**src/rtl/assert_macros.svh**
```systemverilog
// Assertion helpers shared by the codec modules.
// Each macro expects clk_i and rst_ni in the scope where it is used.
`ifndef ASSERT_MACROS_SVH
`define ASSERT_MACROS_SVH
`ifndef SYNTHESIS
// Check a property on every clock edge outside reset
`define UFPC_ASSERT(lbl, prop, msg) \
  lbl: assert property (@(posedge clk_i) disable iff (!rst_ni) (prop)) else $error(msg);
// Check that a condition never holds outside reset
`define UFPC_NEVER(lbl, cond, msg) \
  lbl: assert property (@(posedge clk_i) disable iff (!rst_ni) !(cond)) else $error(msg);
`else
`define UFPC_ASSERT(lbl, prop, msg)
`define UFPC_NEVER(lbl, cond, msg)
`endif
`endif

```
**src/rtl/ufpc_pkg.sv**
```systemverilog
`default_nettype none

package ufpc_pkg;

  localparam int unsigned ByteW    = 8;
  localparam int unsigned JobBytes = 3;
  localparam int unsigned CntW     = 2;
  localparam int unsigned IdxW     = 2;

  // Characters with a role in the coding
  localparam logic [ByteW-1:0] ChPercent = 8'h25;
  localparam logic [ByteW-1:0] ChPlus    = 8'h2B;
  localparam logic [ByteW-1:0] ChSpace   = 8'h20;
  localparam logic [ByteW-1:0] ChStar    = 8'h2A;
  localparam logic [ByteW-1:0] ChDash    = 8'h2D;
  localparam logic [ByteW-1:0] ChDot     = 8'h2E;
  localparam logic [ByteW-1:0] ChUnder   = 8'h5F;

  localparam logic DirEncode = 1'b0;
  localparam logic DirDecode = 1'b1;

  // Escape assembly state of the decoder
  typedef enum logic [1:0] {
    PhIdle  = 2'd0,
    PhPct   = 2'd1,
    PhDigit = 2'd2
  } phase_e;

  // One to three output bytes caused by one input word, first byte in data[0]
  typedef struct packed {
    logic [JobBytes-1:0][ByteW-1:0] data;
    logic [CntW-1:0]                cnt;
    logic                           last;
  } job_t;

  // Uppercase hex character for a nibble
  function automatic logic [ByteW-1:0] hex_char(input logic [3:0] nib);
    logic [ByteW-1:0] res;
    if (nib < 4'd10) begin
      res = {4'h3, nib};
    end else begin
      res = 8'h37 + {4'h0, nib};
    end
    return res;
  endfunction

  // Digit value of a hex character: bit 4 flags a valid digit (0-9, A-F)
  function automatic logic [4:0] hex_value(input logic [ByteW-1:0] c);
    logic [4:0] res;
    res = 5'd0;
    if (c >= 8'h30 && c <= 8'h39) begin
      res = {1'b1, c[3:0]};
    end else if (c >= 8'h41 && c <= 8'h46) begin
      res = {1'b1, c[3:0] + 4'd9};
    end
    return res;
  endfunction

  // Characters passed through unchanged by the encoder
  function automatic logic is_safe(input logic [ByteW-1:0] c);
    logic res;
    res = (c >= 8'h30 && c <= 8'h39) || (c >= 8'h41 && c <= 8'h5A) ||
          (c >= 8'h61 && c <= 8'h7A) || c == ChStar || c == ChDash ||
          c == ChDot || c == ChUnder;
    return res;
  endfunction

endpackage

`default_nettype wire

```
**src/rtl/url_form_percent_codec_top.sv**
```systemverilog
`default_nettype none
// Channel  Handshake            Payload
// input    in_valid_i/in_stall_o   in_byte_i[7:0], in_last_i
// output   out_valid_o/out_stall_i out_byte_o[7:0], out_last_o
// config   cfg_valid_i/cfg_ready_o cfg_direction_i (0 encode, 1 decode)
//
// One input byte is taken per cycle while the word queue has room; the back end
// sends one output byte per cycle unless out_stall_i holds it, three for an escaped byte.
// With the back end idle, a byte goes via the queue memory into the output register.
// Reset clears direction to encode and the escape state; no clearing pass is needed.
// A stall on the output only backs up the queue; the input stalls once it is full.

module url_form_percent_codec_top #(
  parameter int unsigned QueueDepth = 4
) (
  input  wire logic                        clk_i,
  input  wire logic                        rst_ni,
  input  wire logic                        in_valid_i,
  input  wire logic [ufpc_pkg::ByteW-1:0]  in_byte_i,
  input  wire logic                        in_last_i,
  output logic                             in_stall_o,
  output logic                             out_valid_o,
  output logic [ufpc_pkg::ByteW-1:0]       out_byte_o,
  output logic                             out_last_o,
  input  wire logic                        out_stall_i,
  input  wire logic                        cfg_valid_i,
  output logic                             cfg_ready_o,
  input  wire logic                        cfg_direction_i
);

  ufpc_pkg::job_t push_job;
  ufpc_pkg::job_t head_job;
  logic           push;
  logic           pop;
  logic           full;
  logic           empty;

  // Register writes are always taken
  assign cfg_ready_o = 1'b1;

  ufpc_front u_front (
    .clk_i           (clk_i),
    .rst_ni          (rst_ni),
    .in_valid_i      (in_valid_i),
    .in_byte_i       (in_byte_i),
    .in_last_i       (in_last_i),
    .in_stall_o      (in_stall_o),
    .cfg_valid_i     (cfg_valid_i),
    .cfg_direction_i (cfg_direction_i),
    .queue_full_i    (full),
    .push_o          (push),
    .job_o           (push_job)
  );

  ufpc_queue #(
    .Depth (QueueDepth)
  ) u_queue (
    .clk_i   (clk_i),
    .rst_ni  (rst_ni),
    .push_i  (push),
    .data_i  (push_job),
    .pop_i   (pop),
    .data_o  (head_job),
    .full_o  (full),
    .empty_o (empty)
  );

  ufpc_back u_back (
    .clk_i        (clk_i),
    .rst_ni       (rst_ni),
    .head_i       (head_job),
    .head_valid_i (!empty),
    .pop_o        (pop),
    .out_valid_o  (out_valid_o),
    .out_byte_o   (out_byte_o),
    .out_last_o   (out_last_o),
    .out_stall_i  (out_stall_i)
  );

endmodule

`default_nettype wire

```
**src/rtl/ufpc_front.sv**
```systemverilog
`default_nettype none

module ufpc_front (
  input  wire logic                        clk_i,
  input  wire logic                        rst_ni,
  input  wire logic                        in_valid_i,
  input  wire logic [ufpc_pkg::ByteW-1:0]  in_byte_i,
  input  wire logic                        in_last_i,
  output logic                             in_stall_o,
  input  wire logic                        cfg_valid_i,
  input  wire logic                        cfg_direction_i,
  input  wire logic                        queue_full_i,
  output logic                             push_o,
  output ufpc_pkg::job_t                   job_o
);

  logic                       dir_q, dir_d;
  ufpc_pkg::phase_e           phase_q, phase_d;
  logic [ufpc_pkg::ByteW-1:0] held_q, held_d;
  logic                       accept;
  logic                       idle_pct;
  logic                       idle_emit;
  logic [ufpc_pkg::ByteW-1:0] idle_byte;
  logic [4:0]                 hv_b;
  logic [4:0]                 hv_h;
  ufpc_pkg::job_t             job;

  assign in_stall_o = queue_full_i;
  assign accept     = in_valid_i && !queue_full_i;

  // Classify the incoming byte as if no escape were pending
  assign hv_b      = ufpc_pkg::hex_value(in_byte_i);
  assign hv_h      = ufpc_pkg::hex_value(held_q);
  assign idle_pct  = in_byte_i == ufpc_pkg::ChPercent;
  assign idle_emit = !(idle_pct && !in_last_i);
  assign idle_byte = (in_byte_i == ufpc_pkg::ChPlus) ? ufpc_pkg::ChSpace : in_byte_i;

  // Next direction and escape state
  always_comb begin
    dir_d   = dir_q;
    phase_d = phase_q;
    held_d  = held_q;
    if (cfg_valid_i) begin
      dir_d   = cfg_direction_i;
      phase_d = ufpc_pkg::PhIdle;
      held_d  = '0;
    end else if (accept && dir_q == ufpc_pkg::DirDecode) begin
      phase_d = (idle_pct && !in_last_i) ? ufpc_pkg::PhPct : ufpc_pkg::PhIdle;
      unique case (phase_q)
        ufpc_pkg::PhPct: begin
          if (hv_b[4] && !in_last_i) begin
            phase_d = ufpc_pkg::PhDigit;
            held_d  = in_byte_i;
          end
        end
        default: begin
        end
      endcase
    end
  end

  // Output bytes caused by the incoming byte
  always_comb begin
    job      = '0;
    job.last = in_last_i;
    if (dir_q == ufpc_pkg::DirEncode) begin
      if (in_byte_i == ufpc_pkg::ChSpace) begin
        job.data[0] = ufpc_pkg::ChPlus;
        job.cnt     = 2'd1;
      end else if (ufpc_pkg::is_safe(in_byte_i)) begin
        job.data[0] = in_byte_i;
        job.cnt     = 2'd1;
      end else begin
        job.data[0] = ufpc_pkg::ChPercent;
        job.data[1] = ufpc_pkg::hex_char(in_byte_i[7:4]);
        job.data[2] = ufpc_pkg::hex_char(in_byte_i[3:0]);
        job.cnt     = 2'd3;
      end
    end else begin
      unique case (phase_q)
        ufpc_pkg::PhPct: begin
          if (hv_b[4]) begin
            job.data[0] = in_byte_i;
            job.cnt     = in_last_i ? 2'd1 : 2'd0;
          end else begin
            job.data[0] = idle_byte;
            job.cnt     = {1'b0, idle_emit};
          end
        end
        ufpc_pkg::PhDigit: begin
          if (hv_b[4] && hv_h[4]) begin
            job.data[0] = {hv_h[3:0], hv_b[3:0]};
            job.cnt     = 2'd1;
          end else begin
            // drop the escape: the held digit goes out as a plain byte
            job.data[0] = held_q;
            job.data[1] = idle_byte;
            job.cnt     = idle_emit ? 2'd2 : 2'd1;
          end
        end
        default: begin
          job.data[0] = idle_byte;
          job.cnt     = {1'b0, idle_emit};
        end
      endcase
    end
  end

  assign push_o = accept && job.cnt != 2'd0;
  assign job_o  = job;

  always_ff @(posedge clk_i or negedge rst_ni) begin
    if (!rst_ni) begin
      dir_q   <= ufpc_pkg::DirEncode;
      phase_q <= ufpc_pkg::PhIdle;
      held_q  <= '0;
    end else begin
      dir_q   <= dir_d;
      phase_q <= phase_d;
      held_q  <= held_d;
    end
  end

endmodule

`default_nettype wire

```
**src/rtl/ufpc_queue.sv**
```systemverilog
`default_nettype none
`include "assert_macros.svh"

module ufpc_queue #(
  parameter int unsigned Depth = 4
) (
  input  wire logic           clk_i,
  input  wire logic           rst_ni,
  input  wire logic           push_i,
  input  ufpc_pkg::job_t      data_i,
  input  wire logic           pop_i,
  output ufpc_pkg::job_t      data_o,
  output logic                full_o,
  output logic                empty_o
);

  localparam int unsigned PtrW = $clog2(Depth);
  localparam int unsigned CntQW = $clog2(Depth + 1);

  ufpc_pkg::job_t   mem_q [Depth];
  logic [PtrW-1:0]  wr_ptr_q, wr_ptr_d;
  logic [PtrW-1:0]  rd_ptr_q, rd_ptr_d;
  logic [CntQW-1:0] count_q, count_d;

  assign full_o  = count_q == CntQW'(Depth);
  assign empty_o = count_q == '0;
  assign data_o  = mem_q[rd_ptr_q];

  // Advance pointers with wrap and track the fill level
  always_comb begin
    wr_ptr_d = wr_ptr_q;
    rd_ptr_d = rd_ptr_q;
    count_d  = count_q;
    if (push_i) begin
      wr_ptr_d = (wr_ptr_q == PtrW'(Depth - 1)) ? '0 : wr_ptr_q + 1'b1;
    end
    if (pop_i) begin
      rd_ptr_d = (rd_ptr_q == PtrW'(Depth - 1)) ? '0 : rd_ptr_q + 1'b1;
    end
    if (push_i && !pop_i) begin
      count_d = count_q + 1'b1;
    end else if (pop_i && !push_i) begin
      count_d = count_q - 1'b1;
    end
  end

  always_ff @(posedge clk_i or negedge rst_ni) begin
    if (!rst_ni) begin
      wr_ptr_q <= '0;
      rd_ptr_q <= '0;
      count_q  <= '0;
    end else begin
      wr_ptr_q <= wr_ptr_d;
      rd_ptr_q <= rd_ptr_d;
      count_q  <= count_d;
    end
  end

  // Store the pushed word
  always_ff @(posedge clk_i) begin
    if (push_i) begin
      mem_q[wr_ptr_q] <= data_i;
    end
  end

  `UFPC_NEVER(a_no_push_full, push_i && full_o, "queue pushed while full")
  `UFPC_NEVER(a_no_pop_empty, pop_i && empty_o, "queue popped while empty")
  `UFPC_ASSERT(a_count_up, push_i && !pop_i |=> count_q == CntQW'($past(count_q) + 1'b1), "queue fill level lost a push")

endmodule

`default_nettype wire

```
**src/rtl/ufpc_back.sv**
```systemverilog
`default_nettype none
`include "assert_macros.svh"

module ufpc_back (
  input  wire logic                        clk_i,
  input  wire logic                        rst_ni,
  input  ufpc_pkg::job_t                   head_i,
  input  wire logic                        head_valid_i,
  output logic                             pop_o,
  output logic                             out_valid_o,
  output logic [ufpc_pkg::ByteW-1:0]       out_byte_o,
  output logic                             out_last_o,
  input  wire logic                        out_stall_i
);

  ufpc_pkg::job_t             job_q, job_d;
  logic                       job_valid_q, job_valid_d;
  logic [ufpc_pkg::IdxW-1:0]  idx_q, idx_d;
  logic                       out_valid_q, out_valid_d;
  logic [ufpc_pkg::ByteW-1:0] out_byte_q, out_byte_d;
  logic                       out_last_q, out_last_d;
  ufpc_pkg::job_t             cur;
  logic [ufpc_pkg::IdxW-1:0]  cur_idx;
  logic                       cur_valid;
  logic                       cur_final;
  logic                       can_load;

  // Work from the held word if one is part sent, else straight from the queue head
  assign cur       = job_valid_q ? job_q : head_i;
  assign cur_idx   = job_valid_q ? idx_q : '0;
  assign cur_valid = job_valid_q || head_valid_i;
  assign cur_final = cur_idx == ufpc_pkg::IdxW'(cur.cnt - 2'd1);
  assign can_load  = !out_valid_q || !out_stall_i;

  // Send one byte per cycle into the output register unless it is stalled
  always_comb begin
    job_d       = job_q;
    job_valid_d = job_valid_q;
    idx_d       = idx_q;
    out_valid_d = out_valid_q;
    out_byte_d  = out_byte_q;
    out_last_d  = out_last_q;
    pop_o       = 1'b0;
    if (can_load) begin
      out_valid_d = cur_valid;
      if (cur_valid) begin
        out_byte_d = cur.data[cur_idx];
        out_last_d = cur.last && cur_final;
        if (job_valid_q) begin
          if (cur_final) begin
            job_valid_d = 1'b0;
          end else begin
            idx_d = idx_q + 1'b1;
          end
        end else begin
          pop_o = 1'b1;
          if (!cur_final) begin
            job_valid_d = 1'b1;
            job_d       = head_i;
            idx_d       = ufpc_pkg::IdxW'(1);
          end
        end
      end
    end
  end

  always_ff @(posedge clk_i or negedge rst_ni) begin
    if (!rst_ni) begin
      job_valid_q <= 1'b0;
      idx_q       <= '0;
      out_valid_q <= 1'b0;
    end else begin
      job_valid_q <= job_valid_d;
      idx_q       <= idx_d;
      out_valid_q <= out_valid_d;
    end
  end

  // Payload registers
  always_ff @(posedge clk_i) begin
    job_q      <= job_d;
    out_byte_q <= out_byte_d;
    out_last_q <= out_last_d;
  end

  assign out_valid_o = out_valid_q;
  assign out_byte_o  = out_byte_q;
  assign out_last_o  = out_last_q;

  `UFPC_ASSERT(a_idx_in_range, job_valid_q |-> idx_q < ufpc_pkg::IdxW'(job_q.cnt), "byte index beyond word length")
  `UFPC_ASSERT(a_idx_not_first, job_valid_q |-> idx_q != '0, "held word restarted at its first byte")
  `UFPC_NEVER(a_pop_while_held, pop_o && job_valid_q, "queue popped while a word is still held")

endmodule

`default_nettype wire
```
**config.mk**
```make
export PLATFORM = sky130hd
export DESIGN_NAME = url_form_percent_codec_top
export DESIGN_NICKNAME = d
export VERILOG_FILES = /design/src/rtl/ufpc_pkg.sv /design/src/rtl/url_form_percent_codec_top.sv /design/src/rtl/ufpc_front.sv /design/src/rtl/ufpc_queue.sv /design/src/rtl/ufpc_back.sv
export VERILOG_INCLUDE_DIRS = /design/src /design/src/rtl
export SDC_FILE = /design/constraint.sdc
export NUM_CORES = 1
export LEC_CHECK = 0
export BUFFER_PORTS_ARGS = -buffer_cell sky130_fd_sc_hd__buf_2
export CAP_MARGIN = 0
export CELL_PAD_IN_SITES_DETAIL_PLACEMENT = 1
export CELL_PAD_IN_SITES_GLOBAL_PLACEMENT = 2
export CORE_ASPECT_RATIO = 1.25
export CORE_MARGIN = 2
export CORE_UTILIZATION = 51
export CTS_BUF_LIST = sky130_fd_sc_hd__clkbuf_4
export CTS_CLUSTER_SIZE = 14
export DETAILED_ROUTE_END_ITERATION = 10
export PLACE_DENSITY_LB_ADDON = 0.1
export SYNTH_ARGS = -nofsm -noshare
export SYNTH_HDL_FRONTEND = slang
export SYNTH_SLANG_ARGS = --single-unit
export TNS_END_PERCENT = 1
```
**constraint.sdc**
```tcl
create_clock -name clk_i -period 6.3 [get_ports clk_i]
set_input_delay 0.945 -clock clk_i [delete_from_list [all_inputs] [get_ports clk_i]]
set_output_delay 0.945 -clock clk_i [all_outputs]
set_load 0.01 [all_outputs]
```
; ---- Word-level counts from Yosys, hierarchy flattened
; Memories as Yosys holds them, arrays and structs flattened.
; Cells that the tools add are included.
[word_totals]
input_bits = 15
wordCells = 143
mem_bits_rw = 108
output_inout_bits = 12
ff_bits = 58
memories = 1
[classes]
eq_ne = 13
n_reduce_logical = 41
n_lt_le_gt_ge = 14
bitwise_logic = 2
n_addsub = 10
n_mux = 46
[memory_table]
columns = memory, words, width, rd, rd_clocked_by_memory_dff, wr, line_no
row1 = u_queue.mem_q, 4, 27, 1, 0, 1, ufpc_queue.sv:20  ; ufpc_pkg::job_t mem_q [Depth];
[op_table]
columns = operator, n
row1 = $mux 8, 11
row2 = $eq 8x6->1 const B, 6
row3 = $mux 10, 4
row4 = $le 8x7->1 const B, 4
row5 = $mux 16, 2
row6 = $mux 27, 1
row7 = $ge 8x7->1 const B, 3
row8 = $mux 2, 11
row9 = $mux 5, 4
row10 = $pmux 10 s2, 1
row11 = $mux 18, 1
row12 = $bmux 8 s2, 1
row13 = $ge 8x6->1 const B, 2
row14 = $le 8x6->1 const B, 2
row15 = $logic_and 1x1->1, 15
row16 = $add 6x4->7 const A, 2
row17 = $reduce_bool 2->1, 5
row18 = $add 4x4->4 const B, 2
row19 = $eq 8x7->1 const B, 1
row20 = $logic_not 1->1, 8
row21 = $logic_or 1x1->1, 8
row22 = $lt 4x4->1 const B, 2
row23 = $mux 1, 8
row24 = $add 2x1->2 const B, 3
row25 = 14 further kinds, 19

; ---- Logic depth before layout (Yosys ltp)
[depth]
depth_word = 17
depth_mapped = 15
ltp_nobuf = 14

; ---- By module
; A second synthesis with hierarchy kept.
[hier_totals]
hier_cells = 555
hier_area_um2 = 7925.1
[modules_own_cells]
columns = module, cells_per_inst, seq_area_each_um2, area_per_inst_um2, instances
row1 = ufpc_queue, 178, 3418.3, 4321.6, 1
row2 = ufpc_front, 267, 275.3, 1935.6, 1
row3 = ufpc_back, 107, 1181.1, 1652.8, 1
row4 = url_form_percent_codec_top, 3, 0.0, 15.0, 1

; ---- Least setup slack after synthesis
; No wires, ideal clock.
[synth_path]
path_kind = input port to flip-flop
startpoint = input in_byte_i[0] (netlist name)
endpoint = register u_queue.count_q[2]
setup_slack_ps = 2328
t_arrival_ps = 3892
setup_ps = 79
cell_stages = 15
path_buffers = 1
t_required_ps = 6221
cell_sequence = buf_2 -> inv_1 -> ha_1 -> or4b_4 -> a311oi_2 -> a21oi_2 -> o21bai_4 -> o211ai_2 -> a31oi_4 -> ha_1 -> inv_1 -> fa_1 -> xor2_1 -> nor2_1 -> xor2_1
[synth_via]
elab_chain_cells = 16
elab_cells_between_ends = 42
cone_classes = order compare (7) / eq/ne (6) / mux (10) / reduce/logical (19)
[synth_lines]
columns = item, line_no
row1 = from (decl), url_form_percent_codec_top.sv:19  ; input wire logic [ufpc_pkg::ByteW-1:0] in_byte_i,
row2 = "$ge 8x6->1, or another cell as far along", "ufpc_pkg.sv:51, ufpc_pkg.sv:62"
row3 = "$logic_and 1x1->1, on equally long branches", "ufpc_pkg.sv:51, ufpc_pkg.sv:62"
row4 = $logic_or 1x1->1 (2 in series), ufpc_pkg.sv:62  ; res = (c >= 8'h30 && c <= 8'h39) || (c >= 8'h41 && c <= 8'h5A) ||
row5 = $logic_or 1x1->1 (3 in series), ufpc_pkg.sv:63  ; (c >= 8'h61 && c <= 8'h7A) || c == ChStar || c == ChDash ||
row6 = $logic_or 1x1->1, ufpc_pkg.sv:64  ; c == ChDot || c == ChUnder;
row7 = $mux 10, ufpc_front.sv:70  ; end else if (ufpc_pkg::is_safe(in_byte_i)) begin
row8 = $mux 10, ufpc_front.sv:67  ; if (in_byte_i == ufpc_pkg::ChSpace) begin
row9 = $mux 18 *, ufpc_front.sv:66  ; if (dir_q == ufpc_pkg::DirEncode) begin
row10 = $reduce_bool 2->1 *, ufpc_front.sv:109  ; assign push_o = accept && job.cnt != 2'd0;
row11 = $logic_and 1x1->1 *, ufpc_front.sv:109
row12 = net push, url_form_percent_codec_top.sv:33  ; logic push;
row13 = $logic_not 1->1, ufpc_queue.sv:42  ; end else if (pop_i && !push_i) begin
row14 = $logic_and 1x1->1, ufpc_queue.sv:42
row15 = $reduce_bool 2->1 (no source line), -
row16 = to (signal assigned), ufpc_queue.sv:55  ; count_q <= count_d;
row17 = to (decl), ufpc_queue.sv:23  ; logic [CntQW-1:0] count_q, count_d;
; Mark *: on every way through the listed nets, which the timed path passes. The rest lies on a longest branch.
; A chain may end at the register's enable or synchronous reset.

; ---- Final worst setup path
[layout_path]
startpoint = input in_byte_i[1] (netlist name)
endpoint = register u_queue.count_q[2]
; The elaborated chain is that of the path after synthesis.

==> results.toml <==
[die]
placeable_core_region_um2 = 14300
top_level_ports = 27
fp.dieH_um = 139
floorplan.initialDensity_pct = 51.9
rows = 49
floorplan.die.width_um = 112
area_of_the_die_um2 = 15500

[min_path]
min-delay-path-class = "in2async"

[pwr]
powerDensity_nw_per_um2 = 392
vdd.ir_drop.worst_v = 0.000333
total_power_mw = 3.12
leakagePower_nw = 2.80

[timing]
max_frequency_mhz = 251
final_count_of_hold_timing_violations = 0
maxSlewHeadroom_pct = 34.0
setup_tns_ps = 0
postLayoutSetupSlackWorst_ps = 2320
worst-slew-pin-transition_ps = 981
rsz0062_at_grt = "false"
finalWorstPathRequiredPeriod_ps = 3980
finalSetupViolations = 0
maxSlewViolCount = 0
timing.final.crit_share_pct = 63.2
finClkSkew_ps = 22.6

[layout]
most-common-layout-cells = "139 x edfxtp_1, 40 x nor2_1, 30 x nand2_1"
nNetsFinal = 569
final_layout_size_suffix_gt1_share_pct = 20.0
layout_commonest_cell = "edfxtp_1"
layout-area-overhead-vs-synth_pct = 7.44
layout.filler_cells = 1429

[critical_path]
crit_required_ps = 6770
r2r_start = "u_front.held_q[0]$_DFFE_PN0P_"
critPathCaptureType = "flip-flop"
rr_endpoint = "u_queue.mem_q[1][8]$_DFFE_PP_"
crit_arrival_ps = 4450
r2r.worst_path.cells = 9
setup.worst_path.start_class = "input pin"
timing.critical_path.fanout_max = 16
rrSetupSlack_ps = 3240
timing_worst_setup_path_type = "in2reg"

[cts]
clk_pin_slew_ps = 160
cts_htree_levels = 4
cts-root-buf = "clkbuf_4"
cts_inserted_buffers = 17
clock_sink_count = 161
post-cts-setup-buffer-count = 0
clock_tree_from_tritoncts = "built"
ctsLongestPathBuffers = 2
post_cts_resized = 0
postCtsHoldBufs = 0
worst_skew_pair_later_pin_latency_ps = 540

[synth]
dominantRegCellSynth = "edfxtp_1"
syn_area_um2 = 7420
syn_nets = 545
synth-seq-area-share_pct = 63.7
number_of_synthesized_flops_with_an_enable_pin = 139
synthCells = 508
yosys_warnings = 0
async_flop_share_pct = 13.7
postSynthRegisterBits = 161
synthDistinctLibCells = 62
syn_area_cell_um2 = 14.6

[routing]
via_count = 4238
routed_wl_um = 15700
detailedRoute.firstPassIterationCount = 4
drc = 0
viasPerCell = 5.85
drt-initial-drc-count = 218
remaining_antenna_violation_count = 0
post_drt_wl_per_cell_um = 21.6

[global_routing]
grt_antenna_before_repair = 1
grt_overall_usage_pct = 21.5
grt_start_max_net_pins = 30
grt-ovfl-total = 0
grt_first_pass_wirelength_um = 25300
grt_pass1_vias = 4677

[placed_design]
dpl_worst_slack_ps = 1730
numPortBuffers = 25
dp_hpwl_um = 11500
routabilityCongestion = 0.822

[outcome]
run_status = "completed"

[run]
cap_violations = 0
metrics by stage:
stage / hold WS [ps] / cells / cell area (um^2) / util [%]
after floorplan: 455 / 508 / 7420 / -
after global placement: 477 / 691 / 7680 / 53.8
after detailed placement: 512 / 691 / 7680 / 53.8
after CTS: 288 / 723 / 7970 / 55.8
after global routing: 307 / 724 / 7970 / 55.8
final: 336 / 724 / 7970 / 55.8
final cells by class:
class	count	area, um^2	share of cell area, %
antenna	1	2.50	0.0314
clock buffer	17	128	1.60
clock inverter	15	163	2.04
inverter	18	67.6	0.847
multi-input combinational	303	2490	31.3
sequential	161	4730	59.3
tap	178	223	2.79
timing repair buffer	31	170	2.13
how the worst max path moves through the flow:
| stage | startpoint | endpoint | cells after the start | slack [ps] |
|---|---|---|---|---|
| global route | in_byte_i[1] | u_queue.count_q[2]$_DFFE_PN0P_ | 15 | 2140 |
| finish | in_byte_i[1] | u_queue.count_q[2]$_DFFE_PN0P_ | 15 | 2320 |
| floorplan | in_byte_i[0] | u_queue.count_q[2]$_DFFE_PN0P_ | 15 | 2330 |
| detailed placement | in_byte_i[1] | u_queue.count_q[2]$_DFFE_PN0P_ | 15 | 1730 |
| global placement | in_byte_i[1] | u_queue.count_q[2]$_DFFE_PN0P_ | 15 | 1860 |
| CTS | in_byte_i[1] | u_queue.count_q[2]$_DFFE_PN0P_ | 15 | 2330 |
metal layers:
layer  part of all wire (%)  routed length [um]  GRT usage, %  vias up
li1                       -                   -             -     1990
met4                    1.6                 256          6.95        0
met5                      0                   0             0        -
met2                     55                8690          39.5       55
met3                    2.4                 371          4.46       17
met1                     41                6350          25.0     2176
worst max-delay path, cell delays in order:
cell	delay, ps
buf_2	270
inv_1	170
ha_1	250
or4b_4	550
a311oi_2	350
a21oi_2	140
o21bai_4	170
o211ai_2	130
a31oi_4	300
ha_1	230
inv_1	70
fa_1	430
xor2_1	150
nor2_1	120
xor2_1	170
state kept, by name, indices dropped and copies added, names as in the netlist, 2 cells and up:
| signal | count |
|---|---|
| u_back.out_byte_o | 8 |
| u_back.job_q | 26 |
| u_front.held_q | 8 |
| u_queue.wr_ptr_q | 2 |
| u_queue.rd_ptr_q | 2 |
| u_queue.mem_q | 104 |
| u_back.idx_q | 2 |
| u_front.phase_q | 2 |
| u_queue.count_q | 3 |
power by group:
part	internal (mW)	switching (mW)	leakage, nW
Sequential	1.51	0.182	1.57
Clock	0.185	0.413	0.159
Combinational	0.390	0.446	1.07
logic make-up after synthesis:
family / share of synthesized area [%]
multiplexers: 10.5
other: 0.0505
XOR/XNOR: 1.42
AND/OR/NAND/NOR: 8.50
buffers and inverters: 2.76
adder cells (fa/ha/maj): 3.81
flip-flops: 63.7
AO/OA/AOI/OAI: 9.27
cell usage after synthesis (3+ instances only):
master | count | area, um^2
nand3b_1 | 3 | 22.5
xnor2_1 | 7 | 61.3
buf_6 | 3 | 33.8
and2_1 | 6 | 37.5
clkbuf_1 | 9 | 33.8
a21oi_1 | 29 | 145
nor3_1 | 5 | 25.0
inv_1 | 18 | 67.6
mux2_2 | 4 | 45.0
a31oi_1 | 5 | 31.3
o21a_1 | 5 | 37.5
o22ai_1 | 4 | 25.0
nand2b_1 | 7 | 43.8
nand2_1 | 30 | 113
or3_1 | 3 | 18.8
nand3_1 | 9 | 45.0
a21o_1 | 3 | 22.5
ha_1 | 21 | 263
dfrtp_1 | 22 | 551
buf_2 | 8 | 40.0
nor2b_1 | 9 | 56.3
a211oi_1 | 3 | 22.5
a22o_1 | 7 | 61.3
buf_1 | 4 | 15.0
nor3b_1 | 3 | 22.5
o21ai_0 | 10 | 50.1
xor2_1 | 5 | 43.8
edfxtp_1 | 139 | 4170
mux4_2 | 26 | 586
nor2_1 | 41 | 154
mux2i_1 | 12 | 120
a211o_1 | 3 | 26.3
No activity file was read; power rests on OpenSTA's default activity.
